[src/vict_pkg.sv]
package vict_pkg;

  // Default and fixed sizes of the controller.
  localparam int NUM_SOURCES_DEF = 8;
  localparam int VECTOR_BITS     = 32;
  localparam int TIMER_BITS      = 16;
  localparam int REPEAT_BITS     = 16;
  localparam int SRC_BITS        = 3;
  localparam int KIND_BITS       = 3;
  localparam int CFG_IDX_BITS    = 1;
  localparam int CFG_DATA_BITS   = 16;

  // Source that the timer raises on expiry.
  localparam int TIMER_SOURCE = 6;

  // Operation codes carried in the kind field.
  typedef enum logic [KIND_BITS-1:0] {
    K_TICK    = 3'd0,
    K_REQUEST = 3'd1,
    K_ENABLE  = 3'd2,
    K_DISABLE = 3'd3,
    K_CHECK   = 3'd4,
    K_ARM     = 3'd5
  } kind_e;

  // Configuration register indexes.
  typedef enum logic [CFG_IDX_BITS-1:0] {
    CFG_ACTIVE = 1'b0,
    CFG_RELOAD = 1'b1
  } cfg_idx_e;

  typedef struct packed {
    logic [KIND_BITS-1:0]   kind;
    logic [SRC_BITS-1:0]    source;
    logic [VECTOR_BITS-1:0] vector;
    logic [TIMER_BITS-1:0]  timer_load;
    logic [REPEAT_BITS-1:0] repeat_load;
  } in_item_t;

  typedef struct packed {
    logic                   found;
    logic [SRC_BITS-1:0]    source_out;
    logic [VECTOR_BITS-1:0] vector_out;
  } out_item_t;

  // Decision of the control logic for the item accepted in this cycle.
  typedef struct packed {
    logic                found;
    logic                wr;
    logic [SRC_BITS-1:0] source;
  } ack_t;

endpackage

[src/vectored_interrupt_controller_timer.sv]
// Fixed-priority vectored interrupt controller with a repeating countdown
// timer. Every input item (tick, request, enable, disable, check, arm) yields
// exactly one result item; only a check that finds an enabled pending source
// returns a nonzero result. The block takes one item per cycle while its
// input is not stalled; a result passes through the first stage, which holds
// the registered vector RAM read, then the output register. A stalled output
// holds one finished result plus one in flight before the input stalls. Masks
// and the timer live in flip-flops and are updated in the cycle of acceptance,
// so the next item always sees them. Vector entries need no clearing after
// reset, since only entries of enabled sources, written on enable, are read.
module vectored_interrupt_controller_timer #(
  parameter int NUM_SOURCES = vict_pkg::NUM_SOURCES_DEF
) (
  input  logic                               clk_i,
  input  logic                               rst_ni,
  input  logic                               in_valid_i,
  output logic                               in_stall_o,
  input  vict_pkg::in_item_t                 in_item_i,
  output logic                               out_valid_o,
  input  logic                               out_stall_i,
  output vict_pkg::out_item_t                out_item_o,
  input  logic                               cfg_we_i,
  input  logic [vict_pkg::CFG_IDX_BITS-1:0]  cfg_idx_i,
  input  logic [vict_pkg::CFG_DATA_BITS-1:0] cfg_data_i
);
  import vict_pkg::*;

  localparam int AW = (NUM_SOURCES > 1) ? $clog2(NUM_SOURCES) : 1;

  logic                   in_acc, p1_adv;
  ack_t                   ack;
  logic [AW-1:0]          rd_idx;
  logic [VECTOR_BITS-1:0] rdata;
  logic                   p1_vld_q, p1_vld_d;
  logic                   p1_found_q;
  logic [SRC_BITS-1:0]    p1_src_q;
  logic                   out_vld_q, out_vld_d;
  out_item_t              out_q;

  // The first stage moves on whenever the output register is free or taken.
  assign p1_adv     = !out_vld_q || !out_stall_i;
  assign in_stall_o = p1_vld_q && !p1_adv;
  assign in_acc     = in_valid_i && !in_stall_o;

  vict_ctrl #(
    .NUM_SOURCES(NUM_SOURCES)
  ) u_ctrl (
    .clk_i      (clk_i),
    .rst_ni     (rst_ni),
    .acc_i      (in_acc),
    .item_i     (in_item_i),
    .cfg_we_i   (cfg_we_i),
    .cfg_idx_i  (cfg_idx_i),
    .cfg_data_i (cfg_data_i),
    .ack_o      (ack),
    .rd_idx_o   (rd_idx)
  );

  vict_ram #(
    .WIDTH(VECTOR_BITS),
    .DEPTH(NUM_SOURCES)
  ) u_vec_ram (
    .clk_i   (clk_i),
    .we_i    (in_acc && ack.wr),
    .waddr_i (AW'(in_item_i.source)),
    .wdata_i (in_item_i.vector),
    .re_i    (in_acc && ack.found),
    .raddr_i (rd_idx),
    .rdata_o (rdata)
  );

  // Valid flags of the two stages.
  always_comb begin
    p1_vld_d  = p1_vld_q;
    out_vld_d = out_vld_q;
    if (p1_adv) begin
      out_vld_d = p1_vld_q;
      p1_vld_d  = 1'b0;
    end
    if (in_acc) begin
      p1_vld_d = 1'b1;
    end
  end

  always_ff @(posedge clk_i or negedge rst_ni) begin
    if (!rst_ni) begin
      p1_vld_q  <= 1'b0;
      out_vld_q <= 1'b0;
    end else begin
      p1_vld_q  <= p1_vld_d;
      out_vld_q <= out_vld_d;
    end
  end

  // Payload of the two stages; the vector joins from the RAM read port.
  always_ff @(posedge clk_i) begin
    if (in_acc) begin
      p1_found_q <= ack.found;
      p1_src_q   <= ack.source;
    end
    if (p1_adv && p1_vld_q) begin
      out_q.found      <= p1_found_q;
      out_q.source_out <= p1_src_q;
      out_q.vector_out <= p1_found_q ? rdata : '0;
    end
  end

  assign out_valid_o = out_vld_q;
  assign out_item_o  = out_q;

  // The input stalls only while a result waits in the first stage.
  a_stall_needs_p1: assert property (@(posedge clk_i) disable iff (!rst_ni)
    in_stall_o |-> p1_vld_q)
    else $error("input stalled with an empty first stage");

  // A held first-stage result is not dropped while the output is blocked.
  a_p1_kept: assert property (@(posedge clk_i) disable iff (!rst_ni)
    p1_vld_q && out_vld_q && out_stall_i |=> p1_vld_q && out_vld_q)
    else $error("result lost under output stall");

  // A result that found nothing carries zero source and vector.
  a_empty_zero: assert property (@(posedge clk_i) disable iff (!rst_ni)
    out_valid_o && !out_item_o.found |->
      out_item_o.source_out == '0 && out_item_o.vector_out == '0)
    else $error("nonzero payload on a result that found nothing");

endmodule

[src/vict_ram.sv]
module vict_ram #(
  parameter int WIDTH = 32,
  parameter int DEPTH = 8
) (
  input  logic                                       clk_i,
  input  logic                                       we_i,
  input  logic [((DEPTH > 1) ? $clog2(DEPTH) : 1)-1:0] waddr_i,
  input  logic [WIDTH-1:0]                           wdata_i,
  input  logic                                       re_i,
  input  logic [((DEPTH > 1) ? $clog2(DEPTH) : 1)-1:0] raddr_i,
  output logic [WIDTH-1:0]                           rdata_o
);

  logic [WIDTH-1:0] mem_q [DEPTH];
  logic [WIDTH-1:0] rdata_q;

  // Single write port, single registered read port.
  always_ff @(posedge clk_i) begin
    if (we_i) begin
      mem_q[waddr_i] <= wdata_i;
    end
    if (re_i) begin
      rdata_q <= mem_q[raddr_i];
    end
  end

  assign rdata_o = rdata_q;

endmodule

[src/vict_ctrl.sv]
module vict_ctrl #(
  parameter int NUM_SOURCES = vict_pkg::NUM_SOURCES_DEF
) (
  input  logic                                   clk_i,
  input  logic                                   rst_ni,
  input  logic                                   acc_i,
  input  vict_pkg::in_item_t                     item_i,
  input  logic                                   cfg_we_i,
  input  logic [vict_pkg::CFG_IDX_BITS-1:0]      cfg_idx_i,
  input  logic [vict_pkg::CFG_DATA_BITS-1:0]     cfg_data_i,
  output vict_pkg::ack_t                         ack_o,
  output logic [((NUM_SOURCES > 1) ? $clog2(NUM_SOURCES) : 1)-1:0] rd_idx_o
);
  import vict_pkg::*;

  localparam int AW = (NUM_SOURCES > 1) ? $clog2(NUM_SOURCES) : 1;

  logic                   active_q;
  logic [TIMER_BITS-1:0]  reload_q;
  logic [NUM_SOURCES-1:0] enable_q, enable_d;
  logic [NUM_SOURCES-1:0] pending_q, pending_d;
  logic [TIMER_BITS-1:0]  count_q, count_d, count_dec;
  logic [REPEAT_BITS-1:0] repeat_q, repeat_d, repeat_dec;
  logic [NUM_SOURCES-1:0] src_bit, tmr_bit, live;
  logic                   src_ok, any_live;
  logic [AW-1:0]          win_idx;
  logic [SRC_BITS-1:0]    win_src;

  // Configuration registers.
  always_ff @(posedge clk_i or negedge rst_ni) begin
    if (!rst_ni) begin
      active_q <= 1'b1;
      reload_q <= '0;
    end else if (cfg_we_i) begin
      unique case (cfg_idx_e'(cfg_idx_i))
        CFG_ACTIVE: active_q <= cfg_data_i[0];
        CFG_RELOAD: reload_q <= cfg_data_i[TIMER_BITS-1:0];
        default:    ;
      endcase
    end
  end

  // One-hot decode of the item's source and of the timer source.
  always_comb begin
    for (int i = 0; i < NUM_SOURCES; i++) begin
      src_bit[i] = (i == int'(item_i.source));
      tmr_bit[i] = (i == TIMER_SOURCE);
    end
  end

  assign src_ok = int'(item_i.source) < NUM_SOURCES;
  assign live   = enable_q & pending_q;

  // Fixed priority: the lowest-numbered live source wins.
  always_comb begin
    any_live = 1'b0;
    win_idx  = '0;
    win_src  = '0;
    for (int i = NUM_SOURCES - 1; i >= 0; i--) begin
      if (live[i]) begin
        any_live = 1'b1;
        win_idx  = AW'(i);
        win_src  = SRC_BITS'(i);
      end
    end
  end

  assign count_dec  = count_q - 1'b1;
  assign repeat_dec = repeat_q - 1'b1;

  // Masks and timer, updated for the accepted item.
  always_comb begin
    enable_d     = enable_q;
    pending_d    = pending_q;
    count_d      = count_q;
    repeat_d     = repeat_q;
    ack_o.found  = 1'b0;
    ack_o.wr     = 1'b0;
    ack_o.source = '0;
    if (acc_i) begin
      unique case (kind_e'(item_i.kind))
        K_TICK: begin
          if (count_q != '0) begin
            count_d = count_dec;
            if (count_dec == '0) begin
              pending_d = pending_q | (tmr_bit & enable_q);
              if (repeat_q != '0) begin
                repeat_d = repeat_dec;
                count_d  = (repeat_dec == '0) ? '0 : reload_q;
              end else begin
                count_d = reload_q;
              end
            end
          end
        end
        K_REQUEST: pending_d = pending_q | (src_bit & enable_q);
        K_ENABLE: begin
          enable_d = enable_q | src_bit;
          ack_o.wr = src_ok;
        end
        K_DISABLE: enable_d = enable_q & ~src_bit;
        K_CHECK: begin
          if (active_q && any_live) begin
            ack_o.found = 1'b1;
            ack_o.source = win_src;
            pending_d[win_idx] = 1'b0;
          end
        end
        K_ARM: begin
          count_d  = item_i.timer_load;
          repeat_d = item_i.repeat_load;
        end
        default: ;
      endcase
    end
  end

  assign rd_idx_o = win_idx;

  always_ff @(posedge clk_i or negedge rst_ni) begin
    if (!rst_ni) begin
      enable_q  <= '0;
      pending_q <= '0;
      count_q   <= '0;
      repeat_q  <= '0;
    end else begin
      enable_q  <= enable_d;
      pending_q <= pending_d;
      count_q   <= count_d;
      repeat_q  <= repeat_d;
    end
  end

endmodule

[config.mk]
export PLATFORM = sky130hd
export DESIGN_NAME = vectored_interrupt_controller_timer
export DESIGN_NICKNAME = d
export VERILOG_FILES = /design/src/vict_pkg.sv /design/src/vectored_interrupt_controller_timer.sv /design/src/vict_ram.sv /design/src/vict_ctrl.sv
export SDC_FILE = /design/constraint.sdc
export NUM_CORES = 1
export LEC_CHECK = 0
export CAP_MARGIN = 40
export CORE_MARGIN = 2
export CORE_UTILIZATION = 30
export CTS_CLUSTER_SIZE = 8
export DETAILED_ROUTE_END_ITERATION = 8
export DONT_BUFFER_PORTS = 1
export SETUP_SLACK_MARGIN = 0.3
export SYNTH_ARGS = -nofsm -noshare
export SYNTH_HDL_FRONTEND = slang
export SYNTH_SLANG_ARGS = --single-unit
[constraint.sdc]
create_clock -name clk_i -period 4.11 [get_ports clk_i]
set_clock_uncertainty 0.15 [all_clocks]
set_input_delay 1.233 -clock clk_i [delete_from_list [all_inputs] [get_ports clk_i]]
set_output_delay 1.233 -clock clk_i [all_outputs]
set_load 0.03 [all_outputs]
==> impl_metrics.py, run 1 <==
metrics = {
    "detailed_routing": {
        "wirelength_um": 39900,
        "dr.pass1.iters": 5,
        "dr.first_iter.drc_count": 744,
        "ant_nets": 0,
        "wire_per_inst_um": 20.3,
        "vias_per_cell": 5.12,
        "drc": 0,
        "dr_total_vias": 10100,
    },
    "sta": {
        "period_minus_slack_ps": 3410,
        "fmax_ghz": 0.294,
        "hold_viol_final": 0,
        "setup_viol": 0,
        "rsz0062_at_grt": "false",
        "slew_viol_final": 0,
        "worst_slew_pin_slew_ps": 814,
        "slew_headroom_pct": 45.5,
        "fin_crit_sh_pct": 82.9,
    },
    "critical_path": {
        "startpoint_type": "flop",
        "crit_slowest_cell": "dfrtp_1",
        "crit_type": "reg -> reg",
        "worstSetupEndpoint": "u_ctrl.repeat_q[13]",
        "reg2reg_slack_ps": 700,
        "required_ps": 4430,
        "reg2reg_depth": 9,
        "r2r_start": "u_ctrl.repeat_q[0]",
        "cp.arrival_ps": 3730,
        "worstPathCellList": "inv_1, ha_1, nor3b_1, nand2_1, nand4b_1, o31ai_2, nor3_4, o21ai_4, mux2_4",
        "r2r_end": "u_ctrl.repeat_q[13]",
        "cp_max_fo": 15,
        "endpoint_kind": "flop",
        "crit_start": "u_ctrl.repeat_q[0]",
        "slowest_delay_ps": 470,
    },
    "synth": {
        "syn_avg_cell_area_um2": 13.2,
        "synthTopCellsByArea": "edfxtp_1 (61%), dfrtp_1 (10%), nand2_1 (5.0%)",
        "synth_warnings": 0,
        "yosys.area.top_type": "edfxtp_1",
        "synth_edf_count": 328,
        "ys_ff_latch": 395,
        "async_reset_ff_share_pct": 17.0,
        "synth_flop_cell": "edfxtp_1",
        "syn_nets": 1328,
        "synthCells": 1232,
        "yosysUniqueCellTypes": 73,
        "synth_top_area_share_pct": 60.7,
        "ys_seq_area_share_pct": 71.0,
        "syn_area_um2": 16200,
    },
    "grt": {
        "grt_pass1_vias": 10100,
        "antenna_found_initial": 1,
        "grt_use_total_pct": 14.2,
        "grt_first_pass_wirelength_um": 61200,
        "grt_max_degree": 68,
        "overflow": 0,
    },
    "floorplan": {
        "chipHeight_um": 237,
        "dieArea_um2": 56000,
        "row_count": 85,
        "coreArea_um2": 53600,
        "ios": 130,
        "die_w_um": 237,
        "initial_core_util_pct": 30.3,
    },
    "final_layout": {
        "fill_cells": 5187,
        "final_util_pct": 35.1,
        "design_area_um2": 18800,
        "areaGrowthSynthToFinish_pct": 15.8,
        "seq_area_um2": 11500,
        "fin_nets": 1352,
        "most-common-layout-cells": "edfxtp_1 (328), nand2_1 (216), a21oi_1 (105), dfrtp_1 (66), clkbuf_16 (57)",
        "multi_input_area_um2": 4480,
        "final_common_cell": "edfxtp_1",
        "drive_gt1_share_pct": 10.8,
    },
    "power": {
        "finalPower_mw": 9.82,
        "power.share.clock_pct": 42.3,
        "ir_worst_vdd_uv": 342,
        "powerDensity_nw_per_um2": 523,
        "pwr-share-seq_pct": 49.2,
        "power.internal_mw": 7.43,
        "share_comb_of_total_power_pct": 8.5,
        "power_switching_mw": 2.40,
        "leakagePower_nw": 6.55,
        "switching_share_pct": 24.4,
    },
    "clock_network": {
        "insertion_delay_ps": 600,
        "numCtsBuffers": 56,
        "h-tree-depth": 2,
        "post-cts-setup-buffers": 0,
        "cts_tree": "done",
        "postCtsHoldBufs": 0,
        "clock_sink_count": 395,
        "ctsResizeCount": 0,
        "path_clk_slew_ps": 50,
        "clockBufferDepth": 3,
        "ctsRootBufferMaster": "clkbuf_16",
    },
    "placement": {
        "place_hpwl_um": 24500,
        "gp_congestion": 0.843,
        "place_area_um2": 17200,
        "port_buffers": 0,
    },
    "job": {
        "max_cap_violations": 0,
    },
    "outcome": {
        "status": "finished clean",
    },
    "hold_path": {
        "hold_class": "in -> async",
    },
}
-- layout make-up --
type	count	area share, %
diodes	1	0.0133
clock buffers	72	8.05
clock inverters	3	0.366
inverters	9	0.180
multi-input cells	766	23.8
flip-flops and latches	395	61.3
well taps	696	4.63
repair buffers	28	1.61
-- synthesized netlist by cell type, types with 10 or more instances --
master	instances
a211o_1	10
a21oi_1	106
a22oi_1	14
a31oi_1	26
and2_1	40
clkbuf_1	51
dfrtp_1	66
edfxtp_1	328
mux2_2	17
mux2i_1	23
nand2_1	218
nor2_1	44
nor3_1	22
o21ai_0	44
o21ai_1	10
o22ai_1	26
or3_1	11
or4_1	22
-- metrics by stage --
step           setup slack [ps]  setup TNS (ps)  hold slack [ps]  std cells
2_1_floorplan              -703          -88900              250       1232
3_3_place_gp                734               0              261       1891
3_5_place_dp                710               0              259       1894
4_1_cts                     720               0              153       1969
5_1_grt                     461               0              154       1970
6_report                    704               0              185       1970
-- kinds of logic after synthesis --
kind of cell | Yosys count | synth area share (%)
simple gates | 426 | 12.7
flops | 395 | 71.0
compound gates | 281 | 10.7
buf+inv | 71 | 1.85
mux | 41 | 2.69
xor+xnor | 14 | 0.756
fa+ha+maj | 4 | 0.308
-- worst max-delay path: cells and delay by family, from the launching register on --
kind / cells / cell delay, ps
muxes: 1 / 340
DFF: 1 / 470
adders and majority gates: 1 / 310
AOI/OAI and AO/OA: 2 / 840
buffers and inverters: 1 / 120
and+or+nand+nor: 4 / 1070
-- flip-flops by register name (all words and copies together), names as in the netlist, named ones only --
name,flops
u_ctrl.active_q,1
u_ctrl.reload_q,16
u_vec_ram.rdata_o,32
out_item_o,36
u_ctrl.pending_q,8
u_ctrl.count_q,16
out_valid_o,1
p1_found_q,1
p1_src_q,3
u_vec_ram.mem_q,256
u_ctrl.repeat_q,16
p1_vld_q,1
-- power groups by stage --
stage | sequential, mW | combinational [mW] | clock [mW]
after global routing | 4.86 | 0.934 | 4.42
after CTS | 4.82 | 0.837 | 4.26
final | 4.83 | 0.834 | 4.16
after floorplan | 4.80 | 0.685 | 0
after detailed placement | 4.90 | 0.832 | 0
after global placement | 4.89 | 0.808 | 0
-- how the worst min path moves through the flow --
| stage | startpoint | slack, ps | end | depth (start not counted) |
|---|---|---|---|---|
| 6_report | rst_ni | 190 | u_ctrl.reload_q[14] | 0 |
| 5_1_grt | rst_ni | 150 | u_ctrl.reload_q[15] | 0 |
| 4_1_cts | rst_ni | 150 | u_ctrl.reload_q[15] | 0 |
| 3_5_place_dp | p1_src_q[0] | 260 | out_item_o[32] | 0 |
| 3_3_place_gp | p1_src_q[0] | 260 | out_item_o[32] | 0 |
| 2_1_floorplan | p1_src_q[0] | 250 | out_item_o[32] | 0 |
-- layer usage --
layer	vias to the layer above	track usage (%)	part of all wire [%]
li1	4659	-	-
met1	5065	18.1	43
met2	296	23.1	47
met3	69	3.99	7.0
met4	0	4.83	2.5
met5	-	0	0
Note: power is estimated with default switching activity, not from simulation.
==> inputs of run 2 (changes only) <==
- clock period: 4.11 -> 3.1 ns (I/O delays scaled with it)
==> impl_metrics.py, run 2 (synthesis gave the netlist of run 1 again) <==
metrics = {
    "outcome": {
        "status": "finished clean",
    },
    "sta": {
        "postLayoutSetupSlackWorst_ps": 224,
        "fmax_ghz": 0.348,
        "setup_viol": 0,
        "worst_slew_pin_slew_ps": 802,
        "hold_viol_final": 0,
        "rsz0062_at_grt": "true",
        "fin_crit_sh_pct": 92.8,
        "slew_headroom_pct": 46.4,
        "slew_viol_final": 0,
        "period_minus_slack_ps": 2880,
        "fin_setup_tns_ps": 0,
    },
    "final_layout": {
        "fill_cells": 5082,
        "most-common-layout-cells": "edfxtp_1 (328), nand2_1 (208), a21oi_1 (105), dfrtp_1 (65), buf_4 (57)",
        "fin_nets": 1405,
        "drive_gt1_share_pct": 17.0,
        "largest_register_ffs": 256,
        "final_common_cell": "edfxtp_1",
        "areaGrowthSynthToFinish_pct": 20.8,
        "largest_register": "u_vec_ram.mem_q",
    },
    "detailed_routing": {
        "dr.first_iter.drc_count": 873,
        "wire_per_inst_um": 20.9,
        "wirelength_um": 42600,
        "drc": 0,
        "dr.pass1.iters": 5,
        "vias_per_cell": 5.14,
        "ant_nets": 0,
        "dr_total_vias": 10500,
    },
    "critical_path": {
        "cp_max_fo": 8,
        "crit_type": "reg -> reg",
        "reg2reg_depth": 11,
        "endpoint_kind": "flop",
        "startpoint_type": "flop",
        "worstSetupEndpoint": "u_ctrl.repeat_q[11]",
        "r2r_end": "u_ctrl.repeat_q[11]",
        "reg2reg_slack_ps": 220,
        "r2r_start": "u_ctrl.count_q[1]",
        "crit_start": "u_ctrl.count_q[1]",
        "required_ps": 3420,
        "cp.arrival_ps": 3190,
    },
    "grt": {
        "grt_max_degree": 67,
        "overflow": 0,
        "grt_use_total_pct": 14.8,
        "grt_pass1_vias": 10600,
        "antenna_found_initial": 1,
        "grt_first_pass_wirelength_um": 63800,
    },
    "hold_path": {
        "hold_class": "in -> async",
    },
    "clock_network": {
        "clockBufferDepth": 3,
        "h-tree-depth": 2,
        "cts_tree": "done",
        "numCtsBuffers": 56,
        "clock_sink_count": 395,
        "insertion_delay_ps": 590,
        "ctsRootBufferMaster": "clkbuf_16",
        "path_clk_slew_ps": 50,
    },
    "placement": {
        "port_buffers": 0,
        "gp_congestion": 0.842,
        "place_hpwl_um": 24600,
        "dpl_worst_slack_ps": 74.7,
    },
    "floorplan": {
        "chipHeight_um": 237,
        "row_count": 85,
        "initial_core_util_pct": 30.3,
        "coreArea_um2": 53600,
        "die_w_um": 237,
        "ios": 130,
        "dieArea_um2": 56000,
    },
    "power": {
        "powerDensity_nw_per_um2": 684,
        "ir_worst_vdd_uv": 416,
        "leakagePower_nw": 6.92,
    },
    "job": {
        "max_cap_violations": 0,
    },
}
[run 2: area by class of cell]
cell class,instances,area (µm²),share of cell area (%)
antenna,1,2.50,0.0128
clock buffer,87,1530,7.80
clock inverter,4,58.8,0.300
inverter,9,36.3,0.185
multi-input combinational,768,4760,24.3
sequential,395,11500,58.8
tap,696,871,4.44
timing repair buffer,79,803,4.10
[run 2: what timing repair did]
item / CTS / global route
setup endpoints to repair: 29 / 89
pin swaps: 12 / 45
hold buffers: 2 / 0
resized for setup: 21 / 46
hold endpoints to repair: 66 / 0
cloned: 2 / 1
setup buffers: 14 / 8
[run 2: worst min path at each step]
stage,from,endpoint,cells after the start
5_1_grt,rst_ni,u_ctrl.reload_q[9],1
3_3_place_gp,p1_src_q[2],out_item_o[34],0
3_5_place_dp,p1_src_q[0],out_item_o[32],0
6_report,rst_ni,u_ctrl.count_q[8],1
2_1_floorplan,p1_src_q[0],out_item_o[32],0
4_1_cts,rst_ni,u_ctrl.count_q[0],1
[run 2: critical path, stage by stage, from the launching register on]
cell and delay (ps):
dfrtp_1 360, inv_2 60, ha_4 160, buf_6 110
or4b_4 550, a211oi_4 300, o2111ai_4 210, buf_6 170
nor3_4 230, o21ai_4 130, buf_6 160, a2bb2oi_2 150
[run 2: stage by stage]
| stage | total power [mW] | area, µm² | std cells | utilization, % | hold slack [ps] |
|---|---|---|---|---|---|
| 3_3_place_gp | 7.64 | 17500 | 1919 | 32.7 | 257 |
| 2_1_floorplan | 7.28 | 16300 | 1232 | - | 250 |
| 3_5_place_dp | 7.68 | 17500 | 1920 | 32.7 | 267 |
| 4_1_cts | 13.4 | 19400 | 2029 | 36.1 | 68.6 |
| 6_report | 13.4 | 19600 | 2039 | 36.6 | 77.0 |
| 5_1_grt | 13.9 | 19600 | 2039 | 36.6 | 85.3 |
[run 2: routing by layer]
layer	up-vias	wire, µm	GRT usage (%)
li1	4788	-	-
met1	5272	18200	19.3
met2	368	20300	24.3
met3	60	3240	3.87
met4	0	892	4.55
met5	-	0	0
[run 2: report_power, final]
part	internal (mW)	switching [mW]
Sequential	6.03	0.386
Combinational	0.641	0.800
Clock	3.34	2.21
Total	10.0	3.39
